File: src/kmdr_pkg.sv
package kmdr_pkg;

   // fixed field widths of the scan and report transactions
   localparam int KEYS_W     = 22;
   localparam int THRESH_W   = 16;
   localparam int SLOT_W     = 5;
   localparam int OUT_SLOTS  = 8;
   localparam int SLOT_IDX_W = 3;
   localparam int FILL_W     = 4;

   localparam logic [THRESH_W-1:0] THRESH_RESET = 16'd50;

   typedef logic [SLOT_W-1:0] slot_type;
   typedef slot_type [OUT_SLOTS-1:0] slot_vec_type;

endpackage

File: src/key_matrix_debounce_reporter.sv
// a scan in the input register moves to the result register once that register is empty or its report is taken
// throughput: one scan per cycle while the report side keeps taking transactions
// each scan passes an input register, then counter update and priority pick
// into the result register; a report stalled there holds one more scan in the
// input register and drops req_ready until the report is taken
// reset: all held counts cleared, hold threshold set to 50, both stages empty
module key_matrix_debounce_reporter
   import kmdr_pkg::*;
#(
   parameter int NUM_KEYS     = 22,
   parameter int REPORT_SLOTS = 8,
   parameter int COUNT_WIDTH  = 16
) (
   input  logic                clock,
   input  logic                reset,
   input  logic                csr_valid,
   output logic                csr_ready,
   input  logic [THRESH_W-1:0] csr_hold_threshold,
   input  logic                req_valid,
   output logic                req_ready,
   input  logic [KEYS_W-1:0]   req_keys_closed,
   output logic                rsp_valid,
   input  logic                rsp_ready,
   output logic [SLOT_W-1:0]   rsp_slot_zero,
   output logic [SLOT_W-1:0]   rsp_slot_one,
   output logic [SLOT_W-1:0]   rsp_slot_two,
   output logic [SLOT_W-1:0]   rsp_slot_three,
   output logic [SLOT_W-1:0]   rsp_slot_four,
   output logic [SLOT_W-1:0]   rsp_slot_five,
   output logic [SLOT_W-1:0]   rsp_slot_six,
   output logic [SLOT_W-1:0]   rsp_slot_seven
);

   localparam int CMP_W = ((COUNT_WIDTH > THRESH_W) ? COUNT_WIDTH : THRESH_W) + 1;

   logic [THRESH_W-1:0]    thresh_ff;
   logic                   in_valid_ff;
   logic [KEYS_W-1:0]      in_keys_ff;
   logic [COUNT_WIDTH-1:0] count_ff [NUM_KEYS];
   logic [COUNT_WIDTH-1:0] count_in [NUM_KEYS];
   logic [COUNT_WIDTH-1:0] count_upd [NUM_KEYS];
   logic                   rsp_valid_ff;
   slot_vec_type           slots_ff;
   slot_vec_type           slots_in;
   logic [NUM_KEYS-1:0]    closed;
   logic [NUM_KEYS-1:0]    above;
   logic [NUM_KEYS-1:0]    take;
   logic [CMP_W-1:0]       thresh_ext;
   logic [COUNT_WIDTH-1:0] clamp_val;
   logic                   advance;

   // handshakes
   assign csr_ready = 1'b1;
   assign advance   = in_valid_ff && (!rsp_valid_ff || rsp_ready);
   assign req_ready = !in_valid_ff || advance;

   // threshold register
   always_ff @(posedge clock) begin
      if (reset) begin
         thresh_ff <= THRESH_RESET;
      end else if (csr_valid && csr_ready) begin
         thresh_ff <= csr_hold_threshold;
      end
   end

   // input register
   always_ff @(posedge clock) begin
      if (reset) begin
         in_valid_ff <= 1'b0;
      end else if (req_ready) begin
         in_valid_ff <= req_valid;
      end
   end

   always_ff @(posedge clock) begin
      if (req_valid && req_ready) begin
         in_keys_ff <= req_keys_closed;
      end
   end

   // keys past the scan width always read open
   for (genvar k = 0; k < NUM_KEYS; k++) begin : g_closed
      if (k < KEYS_W) begin : g_in
         assign closed[k] = in_keys_ff[k];
      end else begin : g_out
         assign closed[k] = 1'b0;
      end
   end

   assign thresh_ext = CMP_W'(thresh_ff);
   assign clamp_val  = COUNT_WIDTH'(thresh_ext + 1'b1);

   // saturating count when closed, clear when open, then compare
   always_comb begin
      for (int i = 0; i < NUM_KEYS; i++) begin
         if (!closed[i]) begin
            count_upd[i] = '0;
         end else if (count_ff[i] == {COUNT_WIDTH{1'b1}}) begin
            count_upd[i] = count_ff[i];
         end else begin
            count_upd[i] = count_ff[i] + 1'b1;
         end
         above[i] = CMP_W'(count_upd[i]) > thresh_ext;
      end
   end

   kmdr_pick #(
      .NUM_KEYS     (NUM_KEYS),
      .REPORT_SLOTS (REPORT_SLOTS)
   ) u_pick (
      .above (above),
      .take  (take),
      .slots (slots_in)
   );

   // reported keys are clamped to one over the threshold
   always_comb begin
      for (int i = 0; i < NUM_KEYS; i++) begin
         count_in[i] = take[i] ? clamp_val : count_upd[i];
      end
   end

   always_ff @(posedge clock) begin
      if (reset) begin
         for (int i = 0; i < NUM_KEYS; i++) begin
            count_ff[i] <= '0;
         end
      end else if (advance) begin
         for (int i = 0; i < NUM_KEYS; i++) begin
            count_ff[i] <= count_in[i];
         end
      end
   end

   // result register
   always_ff @(posedge clock) begin
      if (reset) begin
         rsp_valid_ff <= 1'b0;
      end else if (advance) begin
         rsp_valid_ff <= 1'b1;
      end else if (rsp_ready) begin
         rsp_valid_ff <= 1'b0;
      end
   end

   always_ff @(posedge clock) begin
      if (advance) begin
         slots_ff <= slots_in;
      end
   end

   assign rsp_valid      = rsp_valid_ff;
   assign rsp_slot_zero  = slots_ff[0];
   assign rsp_slot_one   = slots_ff[1];
   assign rsp_slot_two   = slots_ff[2];
   assign rsp_slot_three = slots_ff[3];
   assign rsp_slot_four  = slots_ff[4];
   assign rsp_slot_five  = slots_ff[5];
   assign rsp_slot_six   = slots_ff[6];
   assign rsp_slot_seven = slots_ff[7];

   // checks on pick order and stage flow
   a_empty_slots_trail: assert property (@(posedge clock) disable iff (reset)
      rsp_valid_ff && (slots_ff[0] == '0) |-> (slots_ff[1] == '0))
      else $error("report slot filled after an empty slot");

   a_slots_ascend: assert property (@(posedge clock) disable iff (reset)
      rsp_valid_ff && (NUM_KEYS < 32) && (slots_ff[1] != '0) |-> (slots_ff[1] > slots_ff[0]))
      else $error("reported keys not in ascending order");

   a_result_from_input: assert property (@(posedge clock) disable iff (reset)
      $rose(rsp_valid_ff) |-> $past(in_valid_ff))
      else $error("result raised without a scan in the input register");

   a_stalled_keeps_slots: assert property (@(posedge clock) disable iff (reset)
      rsp_valid_ff && !rsp_ready |=> rsp_valid_ff && $stable(slots_ff))
      else $error("stalled report changed");

endmodule

File: src/kmdr_pick.sv
module kmdr_pick
   import kmdr_pkg::*;
#(
   parameter int NUM_KEYS     = 22,
   parameter int REPORT_SLOTS = 8
) (
   input  logic [NUM_KEYS-1:0] above,
   output logic [NUM_KEYS-1:0] take,
   output slot_vec_type        slots
);

   logic [FILL_W-1:0] filled;

   // fixed priority pick: first keys over threshold in ascending order
   always_comb begin
      filled = '0;
      take   = '0;
      slots  = '0;
      for (int i = 0; i < NUM_KEYS; i++) begin
         if (above[i] && (filled < FILL_W'(REPORT_SLOTS))) begin
            take[i]                      = 1'b1;
            slots[filled[SLOT_IDX_W-1:0]] = SLOT_W'(i + 1);
            filled                       = filled + 1'b1;
         end
      end
   end

endmodule
File: config.mk
export PLATFORM = sky130hd
export DESIGN_NAME = key_matrix_debounce_reporter
export DESIGN_NICKNAME = d
export VERILOG_FILES = /design/src/kmdr_pkg.sv /design/src/key_matrix_debounce_reporter.sv /design/src/kmdr_pick.sv
export SDC_FILE = /design/constraint.sdc
export NUM_CORES = 2
export LEC_CHECK = 0
export BUFFER_PORTS_ARGS = -buffer_cell sky130_fd_sc_hd__buf_2
export CORE_ASPECT_RATIO = 0.9
export CORE_MARGIN = 3
export CORE_UTILIZATION = 59
export CTS_CLUSTER_SIZE = 10
export DETAILED_ROUTE_END_ITERATION = 10
export PLACE_DENSITY_LB_ADDON = 0.3
export SYNTH_ARGS = -nofsm -noshare
export SYNTH_HDL_FRONTEND = slang
export SYNTH_HIERARCHICAL = 1
export SYNTH_SLANG_ARGS = --single-unit
File: constraint.sdc
create_clock -name clock -period 17.05 [get_ports clock]
set_input_delay 3.41 -clock clock [delete_from_list [all_inputs] [get_ports clock]]
set_output_delay 3.41 -clock clock [all_outputs]
set_load 0.01 [all_outputs]
==> reports/metrics.cfg <==
[sta]
worst_pin_slew_ns = 1.381
fmax_mhz = 61.49
clock_skew_ns = 0.02506
hold_viol_final = 0
timing.setup.tns_ns = 0
setup_ws_ns = 0.7867
setup_viol = 0
period_needed_ns = 16.26
relSlewSlack = 0.07457
report.final.slew_viol_count = 0
period_share = 0.9539

[cts]
hold_buffers = 0
clkSlewWorstSetupHoldPaths_ns = 0.06
cts_buffer_depth = 3
clock_latency_ns = 0.63
cts_inserted_buffers = 52
cts_tree = done
htreeDepth = 2
root_buffer = clkbuf_16
cts_sinks = 432

[critical_path]
crit_fanout = 10
rr_worst_depth = 73
cp_data_arrival_time_ns = 16.62
reg2reg_setup_slack_ns = 0.79
crit_end = rsp_slot_three[1]
cp_data_required_time_ns = 17.41
r2r-start = count_ff[0][3]
crit_top_cell = ha_1
cpPeakStageDelay_ns = 0.49
start_kind = flip-flop
crit_start = count_ff[0][3]
critPathSlowestCell = or3_1
critPathCaptureType = flip-flop
timing.rr.end = rsp_slot_three[1]
crit_type = reg2reg

[drt]
routed_wl_um = 139200
drt-pass1-iter-count = 8
ant_nets = 0
drt_iter0_drc = 4821
wl_per_cell_um = 24.35
vias = 39850
drc_errors = 0
viasPerCell = 6.969

[logic_synthesis]
syn-num-nets = 5153
synth_top_area_cell = edfxtp_1
syn_inst = 4714
synthArstFlopShare = 0
yosysWarningCount = 6
syn_avg_cell_area_um2 = 8.615
synth_area_um2 = 40610
synth_edf_count = 414
synth_commonest_cells = 605 x nor2_1, 434 x nand2_1, 414 x edfxtp_1, 395 x ha_1, 281 x o21ai_0
synth_top_area_frac = 0.3061
yosysMostFrequentCell = nor2_1
synth_seq_area_share = 0.3150
yosysUniqueCellTypes = 140
synthTopCellsByArea = edfxtp_1 31%, ha_1 12%, nor2_1 5.6%
synth-seq-cells = 432
synthFlopType = edfxtp_1

[cells_and_area]
fillCellCount = 5717
final_area_um2 = 44250
multiInputGateArea_um2 = 26840
drive_gt1_frac = 0.1076
regArea_um2 = 12790
nets = 5244
area_growth_pct = 8.959
antennaDiodeCount = 0
instances_no_fill = 5718
final_util = 0.6549

[power_and_ir_drop]
leakagePower_nw = 17.16
irDropWorstVdd_uv = 407.1
pwr_density_cell_nw_per_um2 = 240.2

[place]
gp_congestion = 1.013
io_buffers = 84
dp.cells = 5608
place_hpwl_um = 97710
dpl_cell_area_um2 = 42370
pre_cts_ws_ns = -0.2892

[min_path]
worstHoldPathCells = 2
hold_path_class = reg2reg

[global_route]
grt_max_degree = 176
grt_pass1_wl_um = 211400
track_usage = 0.3746
antenna_found_initial = 2
globalRouteOverflowTotal = 0
grt_pass1_vias = 36860

[floorplanning]
num_rows = 90
core_area_um2 = 67560
fp.dieH_um = 254.9
initial_core_util = 0.6011
die_w_um = 282.6
num_io_pins = 86
dieArea_um2 = 72020

[job]
cap_violations = 0

[run_status]
status = finished, final reports clean

[area by class of cell]
class / instances / share of cell area
clock inverters: 6 / 0.001555
repair buffers: 212 / 0.03150
clock buffers: 87 / 0.03421
multi-input cells: 3964 / 0.6066
inverters: 143 / 0.01230
flip-flops and latches: 432 / 0.2891
well taps: 874 / 0.02471
[state kept, by name, summed over array words and instances (netlist names), 5 cells and up]
register	cells
rsp_slot_two	5
closed	22
rsp_slot_four	5
rsp_slot_seven	5
rsp_slot_five	5
rsp_slot_three	5
rsp_slot_one	5
thresh_ff	16
count_ff	352
rsp_slot_six	5
rsp_slot_zero	5
[report_power, final]
part           switching (W)  internal, W  leakage [nW]  total [W]
Combinational        0.00489      0.00294          11.9    0.00783
Clock               0.000476     0.000615         0.767    0.00109
Sequential          0.000155      0.00156          4.50    0.00171
[per-layer routing]
layer  vias to the layer above  track usage  part of all wire
li1                      18160            -                 -
met1                     18610       0.4989              0.39
met2                      2482       0.5730              0.42
met3                       595      0.08236              0.12
met4                         2       0.1982             0.065
met5                         -            0          0.000093
[stage by stage]
stage / hold WS [ns] / power (W)
6_report: 0.5198 / 0.01063
5_1_grt: 0.5441 / 0.01120
4_1_cts: 0.5202 / 0.01006
3_5_place_dp: 0.5080 / 0.008901
3_3_place_gp: 0.4975 / 0.008828
2_1_floorplan: 0.4604 / 0.007114
[worst min-delay path by stage]
| stage | endpoint | from | slack [ns] |
|---|---|---|---|
| 6_report | rsp_valid | in_valid_ff | 0.52 |
| 5_1_grt | rsp_valid | in_valid_ff | 0.54 |
| 4_1_cts | rsp_valid | in_valid_ff | 0.52 |
| 3_5_place_dp | rsp_valid | in_valid_ff | 0.51 |
| 3_3_place_gp | thresh_ff[11] | thresh_ff[11] | 0.50 |
| 2_1_floorplan | thresh_ff[11] | thresh_ff[11] | 0.46 |
[worst max-delay path: cells and delay by family, from the launching register on]
| family | cells | cell delay [ns] |
|---|---|---|
| AND/OR/NAND/NOR | 25 | 4.90 |
| AO/OA/AOI/OAI | 20 | 3.90 |
| adder cells (fa/ha/maj) | 13 | 3.60 |
| XOR/XNOR | 4 | 1.34 |
| buffers and inverters | 9 | 1.04 |
| multiplexers | 2 | 0.74 |
| flip-flops | 1 | 0.44 |
[layout by cell type, fill, tap and decap left out, drive strengths merged, types with 38 or more instances in the layout]
master,Yosys,routed
nor3,149,149
nand2b,44,44
and4,52,52
nand3,272,272
and3,84,84
nand2,437,437
a21o,38,38
o21ai,304,304
nand4,138,138
xnor2,119,119
nor2b,40,40
inv,140,137
nor2,613,613
buf,51,212
o22ai,184,184
or3,38,38
ha,395,395
clkbuf,124,87
a21oi,255,255
xor2,112,112
mux2i,69,69
a211oi,117,117
edfxtp,414,414
a31oi,66,66
[timing repair]
action / in CTS / in global routing
setup endpoints to repair: 21 / 71
buffers inserted: 0 / 17
resized for setup: 3 / 39
pin swaps: 0 / 9
[logic make-up (layout without fill, tap and decap cells)]
logic type,after synthesis,in the layout,share of synthesized area
simple gates,1998,1998,0.2422
flops,432,432,0.3150
xor+xnor,244,244,0.06112
buf+inv,318,448,0.03195
mux,88,88,0.02274
other cells,1,1,0.00009234
fa+ha+maj,396,396,0.1222
compound gates,1237,1237,0.2048
(Power assumes the default switching activity.)
